## src/sv/fwrs_pkg.sv

```systemverilog
// ----------------------------------------------------------------------------
// fwrs_pkg - shared definitions for the framed register write slave
// Sizes, frame constants and request codes used by the slave and its buffer.
// ----------------------------------------------------------------------------
package fwrs_pkg;

	// sizes
	localparam int RX_DEPTH  = 32;
	localparam int NUM_HREGS = 12;

	localparam int RX_AW     = $clog2(RX_DEPTH);
	localparam int CNT_W     = $clog2(RX_DEPTH + 1);
	localparam int HIDX_W    = (NUM_HREGS > 1) ? $clog2(NUM_HREGS) : 1;
	localparam int HCNT_W    = $clog2(NUM_HREGS + 1);
	// wide enough for a byte count and for N plus the trailer length
	localparam int CMP_W     = 9;

	// frame layout
	localparam logic [7:0]  FRAME_TAIL     = 8'hEE;
	localparam logic [7:0]  SLAVE_ADDR_RST = 8'h40;
	localparam logic [15:0] CRC_POLY       = 16'h1021;
	localparam int          MIN_FRAME      = 6;
	localparam int          DATA_OFS       = 3;
	localparam int          TAIL_OFS       = 5;
	localparam int          CRC_BYTES      = 3;
	localparam int          REPLY_LEN      = 6;

	// request codes
	localparam logic [1:0] REQ_BYTE = 2'd0;
	localparam logic [1:0] REQ_EOF  = 2'd1;
	localparam logic [1:0] REQ_READ = 2'd2;

	// result kinds
	localparam logic RES_REPLY = 1'b0;
	localparam logic RES_READ  = 1'b1;

endpackage

```

## src/sv/fwrs_ram.sv

```systemverilog
// ----------------------------------------------------------------------------
// fwrs_ram - generic single-port-write, single-port-read RAM
// One write and one registered read per cycle.
// ----------------------------------------------------------------------------
module fwrs_ram #(
	parameter int WIDTH = 8,
	parameter int DEPTH = 32
) (
	input  logic                     clk,
	input  logic                     wr_en,
	input  logic [$clog2(DEPTH)-1:0] wr_addr,
	input  logic [WIDTH-1:0]         wr_data,
	input  logic [$clog2(DEPTH)-1:0] rd_addr,
	output logic [WIDTH-1:0]         rd_data
);

	logic [WIDTH-1:0] mem_q [DEPTH];

	// write port
	always_ff @(posedge clk) begin
		if (wr_en) begin
			mem_q[wr_addr] <= wr_data;
		end
	end

	// registered read port
	always_ff @(posedge clk) begin
		rd_data <= mem_q[rd_addr];
	end

endmodule

```

## src/sv/framed_register_write_slave_unit.sv

```systemverilog
// Received byte: accepted while idle; the next request can follow at once.
// End of frame: per CRC-covered byte a RAM read, a latch and a bit-serial CRC
// shift; per trailer byte a read and a latch; a check; a read and a latch per
// register write; 6 reply bytes at one per cycle while the output drains; a
// dropped short frame ends in the accept cycle. Register read: registered result.
// Reset clears control, count, overflow, holding registers; address is 0x40.
// ----------------------------------------------------------------------------
// framed_register_write_slave_unit - framed register write slave
// Collects frame bytes, checks length, CRC-16/XMODEM, tail and address on
// end of frame, writes holding registers, emits a six-byte reply and answers register reads.
// ----------------------------------------------------------------------------
module framed_register_write_slave_unit
	import fwrs_pkg::*;
(
	input  logic       clk,
	input  logic       arst_n,
	input  logic       cfg_wr_en,
	input  logic [7:0] cfg_wr_data,
	input  logic       in_valid,
	output logic       in_ready,
	input  logic [1:0] req_type,
	input  logic [7:0] rx_byte,
	input  logic [3:0] reg_index,
	output logic       out_valid,
	input  logic       out_ready,
	output logic       result_kind,
	output logic [7:0] tx_byte,
	output logic       tx_last,
	output logic [7:0] read_value
);

	localparam logic [3:0] S_IDLE   = 4'd0;
	localparam logic [3:0] S_P1_RD  = 4'd1;
	localparam logic [3:0] S_P1_LAT = 4'd2;
	localparam logic [3:0] S_P1_SH  = 4'd3;
	localparam logic [3:0] S_CHECK  = 4'd4;
	localparam logic [3:0] S_P2_RD  = 4'd5;
	localparam logic [3:0] S_P2_LAT = 4'd6;
	localparam logic [3:0] S_TX     = 4'd7;
	localparam logic [3:0] S_RDOUT  = 4'd8;

	logic [3:0]        state_q;
	logic [7:0]        slave_address_q;
	logic [CNT_W-1:0]  count_q;
	logic              overflow_q;
	logic [7:0]        hreg_q [NUM_HREGS];

	logic [CNT_W-1:0]  idx_q;
	logic [2:0]        bit_q;
	logic [7:0]        sh_q;
	logic [15:0]       crc_q;
	logic [15:0]       crc2_q;
	logic [7:0]        hdr_q;
	logic [7:0]        adr_q;
	logic [7:0]        n_q;
	logic [7:0]        got_hi_q;
	logic [7:0]        got_lo_q;
	logic [7:0]        tail_q;
	logic [HCNT_W-1:0] wcnt_q;
	logic [2:0]        txk_q;
	logic [3:0]        rdidx_q;

	logic              out_valid_q;
	logic              result_kind_q;
	logic [7:0]        tx_byte_q;
	logic              tx_last_q;
	logic [7:0]        read_value_q;

	logic              in_acc;
	logic              out_free;
	logic              ram_we;
	logic [7:0]        ram_rdata;
	logic [CNT_W-1:0]  crc_end;
	logic              frame_ok;
	logic [HCNT_W-1:0] wcnt_d;
	logic [HIDX_W-1:0] hidx;
	logic [7:0]        rd_val;
	logic [7:0]        reply_byte;
	logic              fb1;
	logic              fb2;

	assign in_ready = (state_q == S_IDLE);
	assign in_acc   = in_valid && in_ready;
	assign out_free = !out_valid_q || out_ready;
	assign ram_we   = in_acc && (req_type == REQ_BYTE) && (count_q < CNT_W'(RX_DEPTH));
	assign crc_end  = count_q - CNT_W'(CRC_BYTES);
	assign hidx     = HIDX_W'(idx_q - CNT_W'(DATA_OFS));
	assign fb1      = crc_q[15] ^ sh_q[7];
	assign fb2      = crc2_q[15] ^ sh_q[7];

	// frame buffer
	fwrs_ram #(
		.WIDTH (8),
		.DEPTH (RX_DEPTH)
	) u_rx_buf (
		.clk     (clk),
		.wr_en   (ram_we),
		.wr_addr (count_q[RX_AW-1:0]),
		.wr_data (rx_byte),
		.rd_addr (idx_q[RX_AW-1:0]),
		.rd_data (ram_rdata)
	);

	// frame acceptance and register write count
	always_comb begin
		frame_ok = (CMP_W'(count_q) >= CMP_W'(n_q) + CMP_W'(MIN_FRAME)) &&
		           ({got_hi_q, got_lo_q} == crc_q) &&
		           (tail_q == FRAME_TAIL) &&
		           (adr_q == slave_address_q);
		wcnt_d = (n_q < 8'(NUM_HREGS)) ? HCNT_W'(n_q) : HCNT_W'(NUM_HREGS);
	end

	// select holding register for a read, zero when out of range
	always_comb begin
		rd_val = 8'h00;
		for (int j = 0; j < NUM_HREGS; j++) begin
			if ({28'd0, rdidx_q} == 32'(j)) begin
				rd_val = hreg_q[j];
			end
		end
	end

	// pick reply byte in transmit order
	always_comb begin
		case (txk_q)
			3'd0:    reply_byte = hdr_q;
			3'd1:    reply_byte = adr_q;
			3'd2:    reply_byte = n_q;
			3'd3:    reply_byte = crc2_q[15:8];
			3'd4:    reply_byte = crc2_q[7:0];
			default: reply_byte = tail_q;
		endcase
	end

	// configuration register
	always_ff @(posedge clk or negedge arst_n) begin
		if (!arst_n) begin
			slave_address_q <= SLAVE_ADDR_RST;
		end else if (cfg_wr_en) begin
			slave_address_q <= cfg_wr_data;
		end
	end

	// control sequencer, byte count and holding registers
	always_ff @(posedge clk or negedge arst_n) begin
		if (!arst_n) begin
			state_q    <= S_IDLE;
			count_q    <= '0;
			overflow_q <= 1'b0;
			idx_q      <= '0;
			bit_q      <= '0;
			txk_q      <= '0;
			for (int j = 0; j < NUM_HREGS; j++) begin
				hreg_q[j] <= 8'h00;
			end
		end else begin
			unique case (state_q)
				S_IDLE: begin
					if (in_acc) begin
						case (req_type)
							REQ_BYTE: begin
								if (count_q < CNT_W'(RX_DEPTH)) begin
									count_q <= count_q + CNT_W'(1);
								end else begin
									overflow_q <= 1'b1;
								end
							end
							REQ_EOF: begin
								if (overflow_q || count_q < CNT_W'(MIN_FRAME)) begin
									count_q    <= '0;
									overflow_q <= 1'b0;
								end else begin
									idx_q   <= '0;
									state_q <= S_P1_RD;
								end
							end
							REQ_READ: state_q <= S_RDOUT;
							default: ;
						endcase
					end
				end
				S_P1_RD: state_q <= S_P1_LAT;
				S_P1_LAT: begin
					bit_q <= '0;
					if (idx_q < crc_end) begin
						state_q <= S_P1_SH;
					end else if (idx_q == count_q - CNT_W'(1)) begin
						state_q <= S_CHECK;
					end else begin
						idx_q   <= idx_q + CNT_W'(1);
						state_q <= S_P1_RD;
					end
				end
				S_P1_SH: begin
					bit_q <= bit_q + 3'd1;
					if (bit_q == 3'd7) begin
						idx_q   <= idx_q + CNT_W'(1);
						state_q <= S_P1_RD;
					end
				end
				S_CHECK: begin
					count_q    <= '0;
					overflow_q <= 1'b0;
					txk_q      <= '0;
					if (!frame_ok) begin
						state_q <= S_IDLE;
					end else if (wcnt_d == '0) begin
						state_q <= S_TX;
					end else begin
						idx_q   <= CNT_W'(DATA_OFS);
						state_q <= S_P2_RD;
					end
				end
				S_P2_RD: state_q <= S_P2_LAT;
				S_P2_LAT: begin
					hreg_q[hidx] <= ram_rdata;
					if (HCNT_W'(hidx) + HCNT_W'(1) == wcnt_q) begin
						state_q <= S_TX;
					end else begin
						idx_q   <= idx_q + CNT_W'(1);
						state_q <= S_P2_RD;
					end
				end
				S_TX: begin
					if (out_free) begin
						txk_q <= txk_q + 3'd1;
						if (txk_q == 3'(REPLY_LEN - 1)) begin
							state_q <= S_IDLE;
						end
					end
				end
				S_RDOUT: begin
					if (out_free) begin
						state_q <= S_IDLE;
					end
				end
				default: state_q <= S_IDLE;
			endcase
		end
	end

	// capture frame fields and advance the bit-serial CRCs
	always_ff @(posedge clk) begin
		if (in_acc && req_type == REQ_EOF) begin
			crc_q  <= '0;
			crc2_q <= '0;
		end
		if (in_acc && req_type == REQ_READ) begin
			rdidx_q <= reg_index;
		end
		if (state_q == S_P1_LAT) begin
			sh_q <= ram_rdata;
			if (idx_q == CNT_W'(0)) hdr_q <= ram_rdata;
			if (idx_q == CNT_W'(1)) adr_q <= ram_rdata;
			if (idx_q == CNT_W'(2)) n_q <= ram_rdata;
			if (idx_q == crc_end) got_hi_q <= ram_rdata;
			if (idx_q == crc_end + CNT_W'(1)) got_lo_q <= ram_rdata;
			if (CMP_W'(idx_q) == CMP_W'(n_q) + CMP_W'(TAIL_OFS)) tail_q <= ram_rdata;
		end
		if (state_q == S_P1_SH) begin
			sh_q  <= {sh_q[6:0], 1'b0};
			crc_q <= {crc_q[14:0], 1'b0} ^ (fb1 ? CRC_POLY : 16'h0000);
			if (idx_q < CNT_W'(CRC_BYTES)) begin
				crc2_q <= {crc2_q[14:0], 1'b0} ^ (fb2 ? CRC_POLY : 16'h0000);
			end
		end
		if (state_q == S_CHECK) begin
			wcnt_q <= wcnt_d;
		end
	end

	// output register: hold until taken, load reply bytes or read results
	always_ff @(posedge clk or negedge arst_n) begin
		if (!arst_n) begin
			out_valid_q <= 1'b0;
		end else if (out_free && (state_q == S_TX || state_q == S_RDOUT)) begin
			out_valid_q <= 1'b1;
		end else if (out_ready) begin
			out_valid_q <= 1'b0;
		end
	end

	always_ff @(posedge clk) begin
		if (out_free && state_q == S_TX) begin
			result_kind_q <= RES_REPLY;
			tx_byte_q     <= reply_byte;
			tx_last_q     <= (txk_q == 3'(REPLY_LEN - 1));
			read_value_q  <= 8'h00;
		end else if (out_free && state_q == S_RDOUT) begin
			result_kind_q <= RES_READ;
			tx_byte_q     <= 8'h00;
			tx_last_q     <= 1'b0;
			read_value_q  <= rd_val;
		end
	end

	assign out_valid   = out_valid_q;
	assign result_kind = result_kind_q;
	assign tx_byte     = tx_byte_q;
	assign tx_last     = tx_last_q;
	assign read_value  = read_value_q;

	// checks on sequencer and buffer bookkeeping
	a_count_bound: assert property (@(posedge clk) disable iff (!arst_n)
		count_q <= CNT_W'(RX_DEPTH))
		else $error("byte count beyond buffer depth");

	a_idle_exit: assert property (@(posedge clk) disable iff (!arst_n)
		state_q == S_IDLE |=> state_q == S_IDLE || state_q == S_P1_RD || state_q == S_RDOUT)
		else $error("illegal exit from idle");

	a_last_is_reply: assert property (@(posedge clk) disable iff (!arst_n)
		out_valid_q && tx_last_q |-> result_kind_q == RES_REPLY)
		else $error("last flag on a read result");

	a_walk_no_overflow: assert property (@(posedge clk) disable iff (!arst_n)
		state_q == S_P1_RD |-> !overflow_q && count_q >= CNT_W'(MIN_FRAME))
		else $error("frame walk started on a dropped frame");

	a_hreg_bound: assert property (@(posedge clk) disable iff (!arst_n)
		state_q == S_P2_LAT |-> HCNT_W'(hidx) < wcnt_q)
		else $error("holding register write beyond count");

endmodule

```

## config.mk

```make
export PLATFORM = sky130hd
export DESIGN_NAME = framed_register_write_slave_unit
export DESIGN_NICKNAME = d
export VERILOG_FILES = /design/src/sv/fwrs_pkg.sv /design/src/sv/fwrs_ram.sv /design/src/sv/framed_register_write_slave_unit.sv
export SDC_FILE = /design/constraint.sdc
export NUM_CORES = 1
export LEC_CHECK = 0
export BUFFER_PORTS_ARGS = -buffer_cell sky130_fd_sc_hd__buf_2
export CAP_MARGIN = 40
export CELL_PAD_IN_SITES_DETAIL_PLACEMENT = 0
export CELL_PAD_IN_SITES_GLOBAL_PLACEMENT = 1
export CORE_ASPECT_RATIO = 0.5
export CORE_UTILIZATION = 35
export CTS_CLUSTER_DIAMETER = 60
export DETAILED_ROUTE_END_ITERATION = 8
export GPL_TIMING_DRIVEN = 0
export PLACE_DENSITY_LB_ADDON = 0.05
export SETUP_SLACK_MARGIN = 0.15
export SYNTH_ARGS = -nofsm -noshare
export SYNTH_HDL_FRONTEND = slang
export SYNTH_SLANG_ARGS = --single-unit
```

## constraint.sdc

```tcl
create_clock -name clk -period 4.31 [get_ports clk]
set_clock_uncertainty 0.15 [all_clocks]
set_input_delay 0.862 -clock clk [delete_from_list [all_inputs] [get_ports clk]]
set_output_delay 0.862 -clock clk [all_outputs]
set_load 0.05 [all_outputs]
```

==> summary.txt, run 1 <==
Outcome = complete, but fails checks
Failing checks = DRC
Startpoint type of the worst setup path = flip-flop
Final Hold Viols = 0
Met2 Usage GRT = 31.0%
Leak = 8.88 nW
Clk pin slew, worst setup/hold paths = 0.07 ns
Util after Layout = 40.5%
Cell variety after synth = 66
Hold Slack = 0.0332 ns
CP peak stage delay = 0.54 ns
CTS tree = built
Setup violations, final = 0
GR peak layer = met2
Max Clk Rate = 256 MHz
Worst skew pair latency = 0.59 ns
Antenna violations before repair = 1
Crit Path Class = flip-flop to flip-flop
Die width = 356 microns
DP HPWL = 40200 microns
Core footprint = 61500 sq um
Clock power share = 31.4%
Fin crit share = 90.5%
Initial drt markers = 886
Multi-input logic area = 7220 sq um
CTS Buf Count = 48
Reg-to-Reg End = idx_q[2]$_DFFE_PN0P_
Slew headroom = 42.3%
Maximum vdd drop = 0.323 mV
PortBufs = 45
Seq/Total Area, Yosys = 64.9%
Min cycle time layout = 3.90 ns
Post-synthesis mux area share = 15.6%
Cts hold-fix bufs = 0
Ratio of cells with drive above 1 in the final layout = 23.8%
DIE AREA = 63700 sq um
Combinational Power Share = 25.9%
Worst hold path type = input pin to asynchronous set/reset pin
PD cells = 563 nW/um^2
RSZ-0062 raised after global routing = no
DRT Pass-1 Iters = 9
WL final = 58200 microns
First-pass GRT wire length = 86700 microns
Dominant register cell in the synthesized netlist = edfxtp_1
Rows = 64
Final worst slack = 0.410 ns
Gp weighted congestion = 0.834
Mapped Nets = 1496
Synth Cell Area = 21900 sq um
Xor and xnor area share after synthesis = 2.60%
Number of synthesized flops with an enable pin = 344
Largest family of logic cells by synthesized area = multiplexers
Met3 Usage GRT = 3.22%
Post-synth ARST share = 25.3%
Compound-cell area share of the yosys netlist = 5.78%
Via count = 12600
Num Clock Sinks = 506
Max cap viols = 0
Met1 GRT Util = 25.7%
CP max-delay cell = clkbuf_1
Data arrival time of the worst path = 4.22 ns
Max-slew violation count = 0
R2R setup slack = 0.41 ns
Req. time, crit path = 4.63 ns
R2R cell count = 12
Finished Layout Cells = 2404
CP cell instances = clkbuf_1 -> clkbuf_2 -> inv_1 -> ha_1 -> mux2_2 -> o22ai_1 -> xnor2_1 -> nor3_1 -> a211oi_2 -> and2_1 -> buf_6 -> a32o_1
Fill count = 5664
R2r startpoint = idx_q[0]$_DFFE_PN0P_
Reg area = 14200 sq um
Largest net degree at the start of global routing = 89
Vias in the first global route = 13100
Switch share = 32.2%
Setup TNS = 0 ns
Post-Synth Simple-Gate Area = 6.73%
Adder-cell share of the synthesized area = 2.17%
N_diodes = 0
Crit. End Element = flip-flop
Sequential share of power = 42.7%
P&R area growth vs syn = 13.8%
Placement Setup Slack = 0.128 ns
Remaining DRCs = 2
H-tree depth = 2
Tot Pwr = 14.0 mW
Post-DR vias/cell = 5.23
Finished Cell Area = 24900 sq um
Routed Antenna Nets = 0
Clock buffer depth = 3
Placed Instances = 2314
Internal Power = 9.53 mW
Transition time of the tightest slew-check pin = 0.863 ns
Die span in y = 179 microns
GRT overflow = 0
Detailed-route wire length per cell = 24.2 microns
GRT Util Overall = 18.6%
# IOs = 47
Fin nets = 1604
Root buf cell = clkbuf_16
Initial core utilization = 35.6%
Post-placement cell area = 23300 sq um
CP Max Fanout = 10
Ys Warns = 0
Post-Synthesis Cells = 1431
#FFs+latches synth = 506
Sw Pwr = 4.52 mW
Avg Cell Area, Syn = 15.3 sq um
## power by group through the flow
stage	clock network [mW]	logic, mW	registers, mW
after floorplan	0	2.33	6.00
after global placement	0	3.59	6.12
after detailed placement	0	3.68	6.11
after CTS	4.53	3.70	6.01
after global routing	4.70	3.96	6.04
final	4.41	3.64	5.99
## cell families after synthesis
family / count (synthesis)
compound gates: 186
mux: 214
simple gates: 302
fa+ha+maj: 38
xor+xnor: 65
flops: 506
buf+inv: 120
## synth_stat cells, types with 25 or more instances
master / instances / share of area, %
edfxtp_1: 344 / 47
dfrtp_1: 127 / 15
mux2_2: 120 / 6.2
nor2_1: 93 / 1.6
mux4_2: 90 / 9.2
nand2_1: 73 / 1.3
o21ai_0: 61 / 1.4
clkbuf_1: 48 / 0.82
inv_1: 42 / 0.72
xor2_1: 40 / 1.6
ha_1: 38 / 2.2
dfxtp_1: 34 / 3.1
nand3_1: 33 / 0.75
a22o_1: 32 / 1.3
xnor2_1: 25 / 1.0
## state kept, by name (all words and copies together), names as in the netlist, 6 cells and up
signal and cells:
got_hi_q 8, idx_q 6, count_q 6, got_lo_q 8, tail_q 8, crc_q 16, hdr_q 8, u_rx_buf.mem_q 256
u_rx_buf.rd_data 8, tx_byte 8, read_value 8, slave_address_q 8, adr_q 8, n_q 8, hreg_q 96, crc2_q 16
sh_q 8
## final cells by class
class / count / share of cell area (%)
repair buffers: 58 / 1.46
inverters: 42 / 0.632
clock inverters: 25 / 1.14
well taps: 825 / 4.14
plain buffers: 78 / 1.36
multi-input cells: 805 / 29.0
clock buffers: 65 / 5.28
flip-flops and latches: 506 / 57.0
## routing by layer
layer	vias to the layer above	wire length [microns]
li1	5697	-
met1	6534	26700
met2	274	27500
met3	66	2980
met4	0	1000
met5	-	0
## critical path: cells and delay by family (launching register included)
family,cells,cell delay (ns)
AND/OR/NAND/NOR,2,0.53
multiplexers,1,0.27
adder cells (fa/ha/maj),1,0.37
buffers and inverters,4,1.32
flip-flops,1,0.44
XOR/XNOR,1,0.10
AO/OA/AOI/OAI,3,0.60
## what timing repair did
action                     in CTS  in global routing
gates cloned                    0                  0
buffers inserted                0                  0
resized for setup               1                  2
setup endpoints to repair       4                  6
## cells in the final DEF (no fill, tap or decap), types with 11 or more instances in the layout
master	netlist	routed
and2_1	20	20
edfxtp_1	344	344
xnor2_1	25	25
nand3_1	33	33
dfrtp_1	127	127
inv_1	42	42
mux4_2	90	90
a21oi_1	23	23
a22o_1	32	32
clkbuf_1	48	59
buf_2	23	67
ha_1	38	38
xor2_1	40	40
nor3_1	16	15
mux2_2	120	120
nand2_1	73	73
a31oi_1	12	12
dfxtp_1	34	34
clkbuf_16	0	49
o21ai_0	61	60
nor2_1	93	93
and3_1	11	11
## worst max-delay path by stage
| stage | cells after the start | start | slack [ns] | endpoint |
|---|---|---|---|---|
| CTS | 13 | idx_q[1]$_DFFE_PN0P_ | 0.17 | idx_q[2]$_DFFE_PN0P_ |
| global route | 12 | idx_q[0]$_DFFE_PN0P_ | 0.21 | idx_q[1]$_DFFE_PN0P_ |
| detailed placement | 12 | idx_q[0]$_DFFE_PN0P_ | 0.13 | idx_q[2]$_DFFE_PN0P_ |
| floorplan | 12 | idx_q[0]$_DFFE_PN0P_ | 1.14 | idx_q[2]$_DFFE_PN0P_ |
| finish | 12 | idx_q[0]$_DFFE_PN0P_ | 0.41 | idx_q[2]$_DFFE_PN0P_ |
| global placement | 6 | idx_q[0]$_DFFE_PN0P_ | -0.44 | got_hi_q[2]$_DFFE_PP_ |
Power figures use the tool's default switching activity.
==> inputs of run 2 (changes only) <==
--- a/config.mk
+++ b/config.mk
@@ -7,8 +7,6 @@
 export LEC_CHECK = 0
 export BUFFER_PORTS_ARGS = -buffer_cell sky130_fd_sc_hd__buf_2
 export CAP_MARGIN = 40
-export CELL_PAD_IN_SITES_DETAIL_PLACEMENT = 0
-export CELL_PAD_IN_SITES_GLOBAL_PLACEMENT = 1
 export CORE_ASPECT_RATIO = 0.5
 export CORE_UTILIZATION = 35
 export CTS_CLUSTER_DIAMETER = 60
@@ -18,4 +16,5 @@
 export SETUP_SLACK_MARGIN = 0.15
 export SYNTH_ARGS = -nofsm -noshare
 export SYNTH_HDL_FRONTEND = slang
+export SYNTH_HIERARCHICAL = 1
 export SYNTH_SLANG_ARGS = --single-unit
==> summary.txt, run 2 <==
Outcome = finished, final reports clean
Leading cell type by number of instances after synthesis = edfxtp_1
Fill count = 5636
Crit. End Element = flip-flop
Crit Path Class = flip-flop to flip-flop
Root buf cell = clkbuf_16
Final Hold Viols = 0
Area contributors post-synth = edfxtp_1 (47%), dfrtp_1 (14%), mux4_2 (9.1%)
#FFs+latches synth = 506
# IOs = 47
Cell variety after synth = 69
CP Max Fanout = 10
Gp weighted congestion = 0.813
Routed Antenna Nets = 0
Remaining DRCs = 0
Post-DR vias/cell = 5.30
Clock buffer depth = 3
Worst skew pair latency = 0.61 ns
Post-synth ARST share = 25.3%
Sw Pwr = 5.07 mW
H-tree depth = 2
Req. time, crit path = 4.39 ns
RSZ-0062 raised after global routing = no
Antenna violations before repair = 1
Vias in the first global route = 13100
Biggest register = u_rx_buf/mem_q
Post-synth top cells = edfxtp_1 (344), dfrtp_1 (127), mux2_2 (124), nand2_1 (106), mux4_2 (89)
Via count = 12800
Post-Synthesis Cells = 1433
R2R setup slack = 0.64 ns
Avg Cell Area, Syn = 15.3 sq um
WL final = 57700 microns
Max reg flops = 256
Combinational Power Share = 29.7%
Post-placement cell area = 23400 sq um
Die span in y = 179 microns
Maximum vdd drop = 0.364 mV
Largest net degree at the start of global routing = 74
CTS tree = built
Initial core utilization = 35.7%
Worst hold path type = input pin to asynchronous set/reset pin
CTS resizes = 0
Clk pin slew, worst setup/hold paths = 0.06 ns
Mapped Nets = 1491
Dominant register cell in the synthesized netlist = edfxtp_1
Initial drt markers = 1025
Min cycle time layout = 3.67 ns
Slew headroom = 38.4%
N_diodes = 0
Tot Pwr = 15.0 mW
CP max-delay cell = nor2_1
Data arrival time of the worst path = 3.75 ns
P&R area growth vs syn = 13.5%
Placed Instances = 2318
Core footprint = 61500 sq um
Fin crit share = 85.2%
Number of synthesized flops with an enable pin = 344
Finished Layout Cells = 2409
Setup violations, final = 0
Fin nets = 1603
Internal Power = 9.93 mW
Cts hold-fix bufs = 0
Sequential share of power = 42.4%
Num Clock Sinks = 506
Max Clk Rate = 272 MHz
Synth Cell Area = 21900 sq um
Post-synth top area share = 47.1%
First-pass GRT wire length = 87200 microns
Rows = 64
DP HPWL = 39000 microns
GRT overflow = 0
CP peak stage delay = 0.79 ns
DIE AREA = 63700 sq um
Ys Warns = 6
CP cell instances = clkbuf_1 -> nor2_1 -> nand2_1 -> nor4_1 -> nand2_1 -> inv_1 -> or3b_2 -> clkbuf_1 -> nor2_1
CTS Buf Count = 50
Clock power share = 27.9%
PD cells = 603 nW/um^2
Max-slew violation count = 0
Yosys top cell by area = edfxtp_1
Commonest non-fill, non-tap cell in the layout = edfxtp_1
Max cap viols = 0
Ratio of cells with drive above 1 in the final layout = 23.7%
Transition time of the tightest slew-check pin = 0.921 ns
Finished Cell Area = 24900 sq um
Switch share = 33.8%
Top Registers = u_rx_buf/mem_q (256), hreg_q (96)
Most frequent cells in the layout = edfxtp_1 (344), dfrtp_1 (127), mux2_2 (124)
# Post-CTS Setup Buffers = 0
Leak = 9.08 nW
Detailed-route wire length per cell = 24.0 microns
Startpoint type of the worst setup path = flip-flop
Seq/Total Area, Yosys = 64.8%
Die width = 356 microns
DRT Pass-1 Iters = 7
GRT Util Overall = 18.5%
PortBufs = 45
-- run 2: area by class of cell --
class | count | area [sq um] | area share [%]
inverters | 24 | 90.1 | 0.362
clock inverters | 20 | 145 | 0.583
well taps | 825 | 1030 | 4.15
multi-input cells | 823 | 7310 | 29.4
clock buffers | 71 | 1390 | 5.59
flip-flops and latches | 506 | 14200 | 57.1
plain buffers | 80 | 339 | 1.36
repair buffers | 60 | 374 | 1.50
-- run 2: metrics by stage --
stage | hold WS [ns] | utilization [%] | worst slack (ns) | setup TNS [ns]
finish | 0.0925 | 40.5 | 0.639 | 0
global route | 0.106 | 40.5 | 0.267 | 0
CTS | 0.0893 | 40.5 | 0.616 | 0
detailed placement | 0.293 | 38.0 | 0.410 | 0
global placement | 0.291 | 37.7 | -0.275 | -3.53
floorplan | 0.276 | - | 0.862 | 0
-- run 2: cell families (layout without fill, tap and decap cells) --
kind of cell | Yosys count | count (layout) | share of synthesized area (%)
flip-flops | 506 | 506 | 64.8
AND/OR/NAND/NOR | 345 | 345 | 7.75
multiplexers | 220 | 220 | 15.8
AO/OA/AOI/OAI | 163 | 163 | 5.36
buffers and inverters | 104 | 255 | 1.96
XOR/XNOR | 64 | 64 | 2.56
adder cells (fa/ha/maj) | 31 | 31 | 1.77
-- run 2: worst max-delay path, delay by kind of cell (launching register included) --
| family | cells | cell delay, ns |
|---|---|---|
| simple gates | 6 | 1.98 |
| buf+inv | 3 | 0.76 |
| flops | 1 | 0.44 |
-- run 2: final timing paths --
path | startpoint | end | cells after the start
worst max-delay path | state_q[1]$_DFFE_PN0P_ | u_rx_buf/mem_q[8][0]$_DFFE_PP_ | 9
worst min-delay path | arst_n | hreg_q[35]$_DFFE_PN0P_ | 1
worst max register to register | state_q[1]$_DFFE_PN0P_ | u_rx_buf/mem_q[8][0]$_DFFE_PP_ | 9
worst min register to register | result_kind$_SDFFE_PP0P_ | result_kind$_SDFFE_PP0P_ | 2
max in group asynchronous | arst_n | overflow_q$_DFFE_PN0P_ | 2
min in group clk | result_kind$_SDFFE_PP0P_ | result_kind$_SDFFE_PP0P_ | 2
-- run 2: power by group through the flow --
stage | Combinational, mW | Clock (mW) | Sequential (mW)
after floorplan | 3.04 | 0 | 6.28
after global placement | 4.41 | 0 | 6.46
after detailed placement | 4.51 | 0 | 6.47
after CTS | 4.53 | 4.32 | 6.38
after global routing | 4.87 | 4.53 | 6.44
final | 4.46 | 4.18 | 6.36
-- run 2: per-layer routing --
layer | track usage (%) | vias to the layer above | part of all wire [%]
li1 | - | 5751 | -
met1 | 26.4 | 6689 | 47
met2 | 30.5 | 273 | 48
met3 | 2.72 | 55 | 4.0
met4 | 3.25 | 0 | 1.2
met5 | 0 | - | 0
